**src/hdl/hep_pkg.sv**
```systemverilog
`timescale 1ns / 1ps
// ----------------------------------------------------------------------------
// hep_pkg
// Shared constants, request codes and types of the Huffman encoder bit packer.
// ----------------------------------------------------------------------------
package hep_pkg;

   // table geometry
   localparam int MAX_CODE_LEN = 32;
   localparam int NUM_SYMBOLS  = 257;

   // fixed field widths
   localparam int REQ_W    = 2;
   localparam int SYM_W    = 9;
   localparam int BITS_W   = 32;
   localparam int CLEN_W   = 6;
   localparam int BYTE_W   = 8;

   // pending bit store: at most seven bits between bytes
   localparam int ACC_W    = 7;
   localparam int CNT_W    = 3;

   // derived widths
   localparam int ADDR_W    = $clog2(NUM_SYMBOLS);
   localparam int CODE_W    = MAX_CODE_LEN;
   localparam int LENS_W    = $clog2(MAX_CODE_LEN + 1);
   localparam int ENTRY_W   = CODE_W + LENS_W;
   localparam int MAX_BYTES = (ACC_W + MAX_CODE_LEN + 7) / 8;
   localparam int BUF_W     = MAX_BYTES * BYTE_W;
   localparam int REM_W     = $clog2(MAX_BYTES + 1);
   localparam int NBIT_W    = $clog2(BUF_W + 1);
   localparam int SYMCMP_W  = SYM_W + 1;

   // table index of the end-of-data code
   localparam logic [ADDR_W-1:0] END_ADDR = ADDR_W'(NUM_SYMBOLS - 1);

   // request codes
   typedef enum logic [REQ_W-1:0] {
      REQ_LOAD   = 2'd0,
      REQ_ENCODE = 2'd1,
      REQ_FINISH = 2'd2
   } req_code_type;

   // looked-up code handed from the table to the packer
   typedef struct packed {
      logic              vld;
      logic              fin;
      logic [LENS_W-1:0] len;
      logic [CODE_W-1:0] code;
   } lookup_type;

   // mask of the low len bits of a code word
   function automatic logic [CODE_W-1:0] code_mask(input logic [LENS_W-1:0] len);
      logic [CODE_W-1:0] m;
      for (int i = 0; i < CODE_W; i++) begin
         m[i] = (LENS_W'(i) < len);
      end
      return m;
   endfunction

endpackage

```
**src/hdl/hep_pack.sv**
```systemverilog
`timescale 1ns / 1ps
// ----------------------------------------------------------------------------
// hep_pack
// Bit packer: merges a looked-up code into the pending bits, pads on finish,
// and sends full bytes from a byte buffer, one per cycle unless rsp_stall.
// ----------------------------------------------------------------------------
module hep_pack (
   input  logic                        clock,
   input  logic                        reset,
   input  hep_pkg::lookup_type         lk,
   output logic                        lk_take,
   output logic                        rsp_valid,
   input  logic                        rsp_stall,
   output logic [hep_pkg::BYTE_W-1:0]  rsp_out_byte,
   output logic                        rsp_last,
   output logic                        rsp_stream_end
);

   logic [hep_pkg::ACC_W-1:0]   acc_ff;
   logic [hep_pkg::ACC_W-1:0]   acc_in;
   logic [hep_pkg::CNT_W-1:0]   cnt_ff;
   logic [hep_pkg::CNT_W-1:0]   cnt_in;
   logic [hep_pkg::BUF_W-1:0]   buf_ff;
   logic [hep_pkg::BUF_W-1:0]   buf_in;
   logic [hep_pkg::REM_W-1:0]   rem_ff;
   logic [hep_pkg::REM_W-1:0]   rem_in;
   logic                        end_ff;
   logic                        end_in;

   logic [hep_pkg::BUF_W-1:0]   total;
   logic [hep_pkg::BUF_W-1:0]   total_pad;
   logic [hep_pkg::NBIT_W-1:0]  nbits;
   logic [hep_pkg::NBIT_W-1:0]  nbits_pad;
   logic [hep_pkg::CNT_W-1:0]   pad;
   logic [hep_pkg::REM_W-1:0]   nbytes;
   logic [hep_pkg::BYTE_W-1:0]  keep_mask;
   logic                        buf_free;
   logic                        rsp_take;
   logic                        load_buf;

   // merge code into pending bits, pad to a byte boundary on finish
   always_comb begin
      total     = (hep_pkg::BUF_W'(acc_ff) << lk.len) | hep_pkg::BUF_W'(lk.code);
      nbits     = hep_pkg::NBIT_W'(cnt_ff) + hep_pkg::NBIT_W'(lk.len);
      pad       = lk.fin ? hep_pkg::CNT_W'(4'd8 - {1'b0, nbits[2:0]}) : '0;
      total_pad = total << pad;
      nbits_pad = nbits + hep_pkg::NBIT_W'(pad);
      nbytes    = hep_pkg::REM_W'(nbits_pad >> 3);
      keep_mask = (8'd1 << nbits[2:0]) - 8'd1;
   end

   // handoff between the merge and the byte buffer
   assign rsp_valid = (rem_ff != '0);
   assign rsp_take  = rsp_valid & ~rsp_stall;
   assign buf_free  = (rem_ff == '0) || ((rem_ff == hep_pkg::REM_W'(1)) && ~rsp_stall);
   assign lk_take   = lk.vld & ((nbytes == '0) | buf_free);
   assign load_buf  = lk_take & (nbytes != '0);

   // next state of pending bits and byte buffer
   always_comb begin
      acc_in = acc_ff;
      cnt_in = cnt_ff;
      buf_in = buf_ff;
      end_in = end_ff;
      rem_in = rem_ff;
      if (lk_take) begin
         acc_in = lk.fin ? '0 : (total[hep_pkg::ACC_W-1:0] & keep_mask[hep_pkg::ACC_W-1:0]);
         cnt_in = lk.fin ? '0 : nbits[2:0];
      end
      if (rsp_take) begin
         rem_in = rem_ff - hep_pkg::REM_W'(1);
      end
      if (load_buf) begin
         // full bytes only, the leftover bits stay pending
         buf_in = total_pad >> nbits_pad[2:0];
         end_in = lk.fin;
         rem_in = nbytes;
      end
   end

   always_ff @(posedge clock) begin
      if (reset) begin
         acc_ff <= '0;
         cnt_ff <= '0;
         rem_ff <= '0;
      end else begin
         acc_ff <= acc_in;
         cnt_ff <= cnt_in;
         rem_ff <= rem_in;
      end
   end

   always_ff @(posedge clock) begin
      buf_ff <= buf_in;
      end_ff <= end_in;
   end

   // earliest remaining byte of the buffer
   always_comb begin
      rsp_out_byte = '0;
      for (int k = 0; k < hep_pkg::MAX_BYTES; k++) begin
         if (rem_ff == hep_pkg::REM_W'(k + 1)) begin
            rsp_out_byte = buf_ff[k*hep_pkg::BYTE_W +: hep_pkg::BYTE_W];
         end
      end
   end

   assign rsp_last       = (rem_ff == hep_pkg::REM_W'(1));
   assign rsp_stream_end = end_ff & rsp_last;

`ifndef SYNTHESIS
   a_pending_bits_clean: assert property (@(posedge clock) disable iff (reset)
      (({1'b0, acc_ff} & ~((8'd1 << cnt_ff) - 8'd1)) == 8'd0))
      else $error("pending bits above bit count not zero");

   a_buffer_count_range: assert property (@(posedge clock) disable iff (reset)
      rem_ff <= hep_pkg::REM_W'(hep_pkg::MAX_BYTES))
      else $error("byte buffer count out of range");

   a_finish_aligns: assert property (@(posedge clock) disable iff (reset)
      lk_take && lk.fin |=> cnt_ff == '0 && acc_ff == '0)
      else $error("pending bits left after finish");

   a_load_only_when_free: assert property (@(posedge clock) disable iff (reset)
      load_buf |-> rem_ff == '0 || (rem_ff == hep_pkg::REM_W'(1) && rsp_take))
      else $error("byte buffer overwritten");
`endif

endmodule
```
**config.mk**
```make
export PLATFORM = sky130hd
export DESIGN_NAME = hep_pack
export DESIGN_NICKNAME = d
export VERILOG_FILES = /design/src/hdl/hep_pkg.sv /design/src/hdl/hep_pack.sv
export SDC_FILE = /design/constraint.sdc
export NUM_CORES = 1
export LEC_CHECK = 0
export BUFFER_PORTS_ARGS = -buffer_cell sky130_fd_sc_hd__buf_2
export CAP_MARGIN = 15
export CORE_ASPECT_RATIO = 1.1
export CORE_MARGIN = 1
export CORE_UTILIZATION = 62
export DETAILED_ROUTE_END_ITERATION = 8
export PLACE_DENSITY = 0.82
export RECOVER_POWER = 50
export SLEW_MARGIN = 40
export SYNTH_ARGS = -nofsm -noshare
export SYNTH_HDL_FRONTEND = slang
export SYNTH_SLANG_ARGS = --single-unit
```
**constraint.sdc**
```tcl
create_clock -name clock -period 9 [get_ports clock]
set_clock_uncertainty 0.15 [all_clocks]
set_input_delay 1.8 -clock clock [delete_from_list [all_inputs] [get_ports clock]]
set_output_delay 1.8 -clock clock [all_outputs]
set_load 0.02 [all_outputs]
```
# Yosys cells after proc, flatten, opt, wreduce, memory -nomap -nowiden
# Cells that the tools add are included.
[word_totals] reg_bits=54 output_inout_bits=12
[op_classes] muxes=10 shift=4 bitwise_logic=8 n_reduce_logical=7 add_sub_neg=5 eq_ne=5
[ops] cell="$mux W8" n=5
[ops] cell="$or A40 B32 Y40" n=1
[ops] cell="$shl A40 B3 Y40" n=1
[ops] cell="$shl A7 B6 Y40" n=1
[ops] cell="$shr A40 B3 Y40" n=1
[ops] cell="$mux W3" n=4
[ops] cell="$and A7 B7 Y7" n=1
[ops] cell="$mux W7" n=1
[ops] cell="$shl A1 B3 Y7 const A" n=1
[ops] cell="$sub A7 B1 Y7 const B" n=1
[ops] cell="$add A3 B6 Y6" n=1
[ops] cell="$add A6 B3 Y6" n=1
[ops] cell="$eq A3 B2 Y1 const B" n=2
[ops] cell="$eq A3 B3 Y1 const B" n=2
[ops] cell="$logic_not A3 Y1" n=2
[ops] cell="$reduce_bool A3 Y1" n=2
[ops] cell="$and A1 B1 Y1" n=4
[ops] cell="$eq A3 B1 Y1 const B" n=1
[ops] cell="$sub A1 B3 Y3 const A" n=1
[ops] cell="$sub A3 B1 Y3 const B" n=1
[ops] cell="$reduce_bool A2 Y1" n=1
[ops] cell="$logic_and A1 B1 Y1" n=1
[ops] cell="$logic_or A1 B1 Y1" n=1
[ops] cell="$not A1 Y1" n=1
[ops] cell="$or A1 B1 Y1" n=1

# Longest topological paths before layout
# Gate-level depths: netlist of the first run.
[logic_depth] ltp_word=9 mapped_depth=16 ltp_nobuf=13

# Worst setup path after synthesis of the first run
# OpenSTA, ideal clock, no wires.
[synth_path] kind="input-to-output" start="input lk[32] (netlist name)" end="output lk_take" path_buffers=5 required_time_ns=7.050 path_stages=15 slack_ns=1.850 arrival_ns=5.200 path_cell_list="ha_1 > buf_2 > inv_1 > clkbuf_1 > clkbuf_1 > ha_1 > ha_1 > nand2b_2 > a21o_1 > or4b_1 > a41oi_2 > o21ai_2 > buf_6 > clkbuf_1 > inv_1"
[synth_between] elab_chain_cells=7
[synth_rtl] item="from (decl)" line="hep_pack.sv:10" rtl="input hep_pkg::lookup_type lk,"
[synth_rtl] item="$add A3 B6 Y6 *" line="hep_pack.sv:44" rtl="nbits = hep_pkg::NBIT_W'(cnt_ff) + hep_pkg::NBIT_W'(lk.len);"
[synth_rtl] item="$sub A1 B3 Y3" line="hep_pack.sv:45" rtl="pad = lk.fin ? hep_pkg::CNT_W'(4'd8 - {1'b0, nbits[2:0]}) : '0;"
[synth_rtl] item="$mux W3" line="hep_pack.sv:45"
[synth_rtl] item="$add A6 B3 Y6 *" line="hep_pack.sv:47" rtl="nbits_pad = nbits + hep_pkg::NBIT_W'(pad);"
[synth_rtl] item="$logic_not A3 Y1 *" line="hep_pack.sv:56" rtl="assign lk_take = lk.vld & ((nbytes == '0) | buf_free);"
[synth_rtl] item="$or A1 B1 Y1 *" line="hep_pack.sv:56"
[synth_rtl] item="$and A1 B1 Y1 *" line="hep_pack.sv:56"
[synth_rtl] item="to (decl)" line="hep_pack.sv:11" rtl="output logic lk_take,"
# Every way passes the cells marked *; elsewhere a longest branch is shown, timed or not.

# Worst setup path after layout of the first run
[layout_path] start="input lk[38] (netlist name)" end="output lk_take"
[layout_between] elab_chain_cells=5
[layout_rtl] item="$mux W3" line="hep_pack.sv:45"
[layout_rtl] item="$add A6 B3 Y6" line="hep_pack.sv:47"
[layout_rtl] item="$logic_not A3 Y1" line="hep_pack.sv:56"
[layout_rtl] item="$or A1 B1 Y1" line="hep_pack.sv:56"
[layout_rtl] item="$and A1 B1 Y1" line="hep_pack.sv:56"
# No other way between the ends.

==> results of run 1 <==
[cells in the mapped netlist, types with 3 or more instances]
cell / number / share of area
a2111oi_0: 5 / 0.0064
a211o_1: 5 / 0.0064
a211oi_1: 32 / 0.035
a21bo_2: 3 / 0.0044
a21o_1: 11 / 0.012
a21oi_1: 77 / 0.056
a221oi_1: 16 / 0.020
a22oi_1: 35 / 0.038
a311oi_1: 7 / 0.0089
a31oi_1: 23 / 0.021
a32oi_1: 10 / 0.013
and2_1: 10 / 0.0091
and3_1: 4 / 0.0036
buf_1: 4 / 0.0022
buf_2: 6 / 0.0044
clkbuf_1: 68 / 0.037
dfxtp_1: 13 / 0.038
edfxtp_1: 41 / 0.18
ha_1: 12 / 0.022
inv_1: 16 / 0.0087
mux2_2: 9 / 0.015
mux2i_1: 43 / 0.062
nand2_1: 103 / 0.056
nand2b_1: 18 / 0.016
nand3_1: 17 / 0.012
nand3b_1: 4 / 0.0044
nand4_1: 8 / 0.0073
nor2_1: 105 / 0.057
nor2b_1: 9 / 0.0082
nor3_1: 28 / 0.020
nor4_1: 4 / 0.0036
o211ai_1: 19 / 0.021
o21ai_0: 49 / 0.036
o221ai_1: 5 / 0.0064
o22a_1: 5 / 0.0064
o22ai_1: 24 / 0.022
o2bb2ai_1: 3 / 0.0038
o31ai_1: 12 / 0.013
o32a_1: 4 / 0.0058
o32ai_1: 12 / 0.015
or2_2: 3 / 0.0027
or3_1: 4 / 0.0036
xnor2_1: 6 / 0.0076
[power by group]
part	switching [mW]	internal (mW)	total [mW]	leakage, nW
logic	0.740	0.338	1.08	2.22
clock network	0.0858	0.121	0.207	0.0826
registers	0.0333	0.360	0.393	0.490
total	0.859	0.820	1.68	2.79
[worst max path at each step]
stage	slack, ps	start	cells after the start	endpoint
floorplan	1850	lk[32]	15	lk_take
global placement	1380	lk[32]	14	lk_take
detailed placement	1260	lk[32]	14	lk_take
CTS	1250	lk[32]	14	lk_take
global route	940	lk[32]	14	lk_take
finish	1020	lk[38]	9	lk_take
[metrics by stage]
step | cell area [um^2] | hold slack [ps] | utilization | setup slack, ps | power (mW)
2_1_floorplan | 6890 | 304 | - | 1850 | 1.11
3_3_place_gp | 7220 | 344 | 0.664 | 1380 | 1.39
3_5_place_dp | 7320 | 365 | 0.674 | 1260 | 1.42
4_1_cts | 7480 | 382 | 0.689 | 1250 | 1.63
5_1_grt | 7440 | 409 | 0.685 | 945 | 1.75
6_report | 7440 | 393 | 0.685 | 1020 | 1.68
[worst min-delay path, delay by kind of cell, from the launching register on]
family	cells	cell delay, ps
flops	1	350
mux	1	80
simple gates	1	80
[final cells by class]
class                           instances  share of cell area
Antenna cell                            1            0.000336
Clock buffer                            7              0.0208
Clock inverter                          1            0.000840
Inverter                               18             0.00908
Multi-Input combinational cell        789               0.684
Sequential cell                        54               0.200
Tap cell                              147              0.0247
Timing Repair Buffer                   83              0.0603
[routing by layer]
layer,GRT usage,wire length [um],up-vias
met5,0.0362,37,-
met4,0.265,1830,2
met3,0.134,4080,198
met2,0.710,12100,847
met1,0.635,10400,3761
li1,-,-,3680
[cells by family (layout without fill, tap and decap cells)]
kind of cell | Yosys count | count (layout)
AOI/OAI and AO/OA | 384 | 384
xor gates and xnor gates | 9 | 9
adders and majority gates | 13 | 13
buffers and inverters | 98 | 109
DFF | 54 | 54
muxes | 53 | 53
other | 0 | 1
and+or+nand+nor | 330 | 330
[sequential cells by signal, indices dropped and copies added, names as in the netlist]
register	flops
rem_ff	3
cnt_ff	3
acc_ff	7
buf_ff	40
end_ff	1
==> impl_metrics.tcl, run 1 <==
set metrics [dict create \
    status "complete, but fails checks" \
    violations "capacitance limit, slew limit" \
    grt_max_degree 44 \
    wl_per_cell_um 25.8 \
    synth_adder_area_share 0.0247 \
    hp-class "reg -> reg" \
    crit_type "in -> out" \
    die_area_um2 11500 \
    slew_headroom -0.311 \
    coreArea_um2 10900 \
    dp_hpwl_mm 20.5 \
    cts_resized 0 \
    crit_slowest_cell "clkbuf_1" \
    finalSetupViolCount 0 \
    postCtsHoldBufs 0 \
    drive_gt1_frac 0.118 \
    multi_input_area_um2 5090 \
    rrSetupSlack_ps 2820 \
    drc 0 \
    endpoint_kind "output pin" \
    area_delta_synth_final_pct 8.01 \
    grt.overflow.total 0 \
    die_w_um 103 \
    mostFrequentLayoutCells "nor2_1, nand2_1, a21oi_1, o21ai_0" \
    synth_top_family_by_area "compound AO/OA/AOI/OAI gates" \
    synthArstFlopShare 0 \
    gp_congestion 1.06 \
    reg2reg_depth 15 \
    peakVddDrop_uv 154 \
    die_y_um 113 \
    grt_pass1_wl_mm 42.4 \
    critPathArrivalTime_ps 6030 \
    cts_buffer_depth 2 \
    route.vias.total 8488 \
    synth_nets 997 \
    drtPass1Iterations 7 \
    cp_cell_sequence "buf_2 -> clkbuf_1 -> inv_1 -> a21o_1 -> or4b_1 -> a41oi_1 -> o21ai_4 -> inv_1 -> buf_2" \
    fin_crit_sh 0.887 \
    max-cap-violations 1 \
    nets 1007 \
    avgSynthCellArea_um2 7.33 \
    drt-total-wl_mm 28.4 \
    detail-route-antenna-nets 0 \
    pwr_density_cell_nw_per_um2 226 \
    num_io_pins 55 \
    syn_inst 941 \
    rows 40 \
    period_minus_slack_ps 7980 \
    ys_types 82 \
    track_usage 0.485 \
    tns_ps 0 \
    rr_startpoint "cnt_ff[0]" \
    clk_pin_slew_worst_paths_ps 70 \
    yosys_register_bits 54 \
    cp_max_fo 36 \
    crit_buf_inv 5 \
    rsz0062_at_grt "false" \
    tightest_slew_ps 1970 \
    min_from "cnt_ff[0]" \
    cts_sinks 54 \
    synth_compound_gate_area_share 0.388 \
    yosys.area_share.xor_xnor 0.0125 \
    cp_slowest_stage_delay_ps 1400 \
    stdcell_count 1100 \
    grt_antenna_before_repair 1 \
    ys_seq_area_frac 0.216 \
    cts_setup_buffers 0 \
    start_util 0.635 \
    holdPathEnd "cnt_ff[0]" \
    critPathTopFamily "buffers and inverters" \
    htreeDepth 2 \
    nFillCells 951 \
    slew_violations 37 \
    start_kind "input port" \
    synth-simple-area-share 0.222 \
    io_buffers 54 \
    ys.flop_type "edfxtp_1" \
    root_buffer "clkbuf_16" \
    hold_viol 0 \
    power.leakage_nw 2.79 \
    synth_edf_count 41 \
    insertion_delay_ps 300 \
    regArea_um2 1490 \
    synth_warnings 0 \
    syn-cell-area_um2 6890 \
    required_ps 7050 \
    drt-vias-per-instance 7.72 \
    layout_commonest_cell "nor2_1" \
    dp.cells 1089 \
    fmax_mhz 125 \
    cts_tree "yes" \
    first_global_vias 7619 \
    detail_route.iter0.violations 1599 \
    cts_made_buffers 5 \
    synthMuxAreaShare 0.0804 \
    holdPathStages 2 \
    regToRegEndpoint "buf_ff[14]" \
]
Power figures use the tool's default switching activity.
==> run 2, diff against run 1 <==
- CORE_ASPECT_RATIO: 1.1 -> 1.4
==> run 2 against run 1 <==
The run ends with DRC, capacitance limit, slew limit left. Total power fell by 1.5%. First-iteration DRC count barely moved. Utilization fell by 0.20 points. Design area fell by 0.76%. Largest cell class unchanged.
==> impl_metrics.tcl, run 2 (synthesis results as in run 1) <==
set metrics [dict create \
    status "complete, but fails checks" \
    violations "DRC, capacitance limit, slew limit" \
    insertion_delay_ps 310 \
    start_util 0.638 \
    finalPower_mw 1.65 \
    clk_pin_slew_worst_paths_ps 80 \
    fin_util 0.683 \
    cts_made_buffers 5 \
    power.leakage_nw 2.76 \
    coreArea_um2 10800 \
    drtPass1Iterations 9 \
    track_usage 0.475 \
    cp_slowest_stage_delay_ps 560 \
    dp.cells 1082 \
    crit_type "in -> out" \
    cts_setup_buffers 0 \
    crit_buf_inv 5 \
    mostFrequentLayoutCells "nand2_1, nor2_1, a21oi_1, o21ai_0, buf_2" \
    cts_sinks 54 \
    grt_max_degree 40 \
    fmax_mhz 125 \
    first_global_vias 7673 \
    wl_per_cell_um 25.7 \
    postCtsHoldBufs 0 \
    antenna_cells 0 \
    top_register "buf_ff" \
    rows 45 \
    cts_buffer_depth 2 \
    route.vias.total 8479 \
    largest_reg_flops 40 \
    grt.overflow.total 0 \
    area_delta_synth_final_pct 7.19 \
    period_minus_slack_ps 8020 \
    gp_congestion 1.06 \
    detail_route.iter0.violations 1600 \
    drt-vias-per-instance 7.77 \
    peakVddDrop_uv 126 \
    dp_hpwl_mm 21.0 \
    cts_tree "yes" \
    layout_commonest_cell "nand2_1" \
    endpoint_kind "output pin" \
    cp_cell_sequence "buf_2 -> ha_1 -> fa_1 -> buf_4 -> clkinv_1 -> ha_1 -> ha_1 -> nand2b_2 -> a21o_1 -> or4b_1 -> a41oi_1 -> o21ai_4 -> inv_1 -> buf_2" \
    pwr-share-seq 0.236 \
    largestRegisters "buf_ff (40), acc_ff (7)" \
    detail-route-antenna-nets 0 \
    die_area_um2 11500 \
    htreeDepth 2 \
    rsz0062_at_grt "false" \
    intPower_mw 0.809 \
    die_w_um 91.1 \
    root_buffer "clkbuf_16" \
    tightest_slew_ps 1870 \
    drive_gt1_frac 0.109 \
    critPathArrivalTime_ps 6070 \
    die_y_um 127 \
    required_ps 7050 \
    cts_resized 0 \
    slew_headroom -0.247 \
    combPwrFrac 0.641 \
    fin_crit_sh 0.891 \
    hold_viol 0 \
    drc 6 \
    pwr_density_cell_nw_per_um2 224 \
    max-cap-violations 1 \
    grt_antenna_before_repair 1 \
    p_sw_mw 0.845 \
    stdcell_count 1091 \
    critPathTopFamily "adder cells" \
    crit_slowest_cell "or4b_1" \
    nFillCells 938 \
    start_kind "input port" \
    hp-class "reg -> reg" \
    num_io_pins 55 \
    holdWs_ps 364 \
    io_buffers 54 \
    grt_pass1_wl_mm 42.4 \
    drt-total-wl_mm 28.1 \
    slew_violations 37 \
    nets 1005 \
    swShare 0.511 \
    finalSetupViolCount 0 \
    clockPowerShare 0.123 \
    tns_ps 0 \
    cp_max_fo 27 \
    cp_common_cell "ha_1" \
]
## run 2: cell types whose count changed in the layout (fill, tap and decap cells not counted), sizes merged
cell | before | now
diode | 1 | 0
buf | 66 | 63
clkinvlp | 0 | 1
## run 2: metrics by stage
stage                     instance area, um^2  setup WS [ps]
final                                    7390            985
after global routing                     7390            820
after CTS                                7420           1170
after detailed placement                 7270           1170
after global placement                   7200           1280
after floorplan                          6890           1850
## run 2: worst paths after layout
| kind | to | from | depth (start not counted) | slack, ps |
|---|---|---|---|---|
| worst min register to register | acc_ff[3] | acc_ff[3] | 2 | 360 |
| worst max-delay path | lk_take | lk[32] | 14 | 980 |
| worst min-delay path | acc_ff[3] | acc_ff[3] | 2 | 360 |
| worst max register to register | buf_ff[5] | cnt_ff[0] | 14 | 3180 |
## run 2: power by group through the flow
stage	Sequential (mW)	Combinational, mW	Clock [mW]
after global placement	0.392	0.994	0
after CTS	0.388	1.03	0.200
final	0.391	1.06	0.204
after global routing	0.396	1.11	0.210
after floorplan	0.382	0.732	0
after detailed placement	0.394	1.02	0
## run 2: per-layer routing
metal	track usage	part of all wire	vias to the layer above
met4	0.320	0.083	2
met2	0.776	0.45	797
li1	-	-	3673
met1	0.566	0.35	3814
met3	0.0923	0.12	193
met5	0	0.00046	-
## run 2: final cells by class
| class | count | area [um^2] | share of cell area |
|---|---|---|---|
| clock buffers | 6 | 139 | 0.0188 |
| clock inverters | 2 | 16.3 | 0.00220 |
| inverters | 18 | 67.6 | 0.00914 |
| multi-input cells | 789 | 5070 | 0.686 |
| flip-flops and latches | 54 | 1490 | 0.202 |
| well taps | 141 | 176 | 0.0239 |
| repair buffers | 81 | 427 | 0.0577 |
## run 2: worst min-delay path: cells and delay by family (launching register included)
kind	cells	cell delay [ps]
AO/OA/AOI/OAI	1	50
flip-flops	1	350
AND/OR/NAND/NOR	1	70
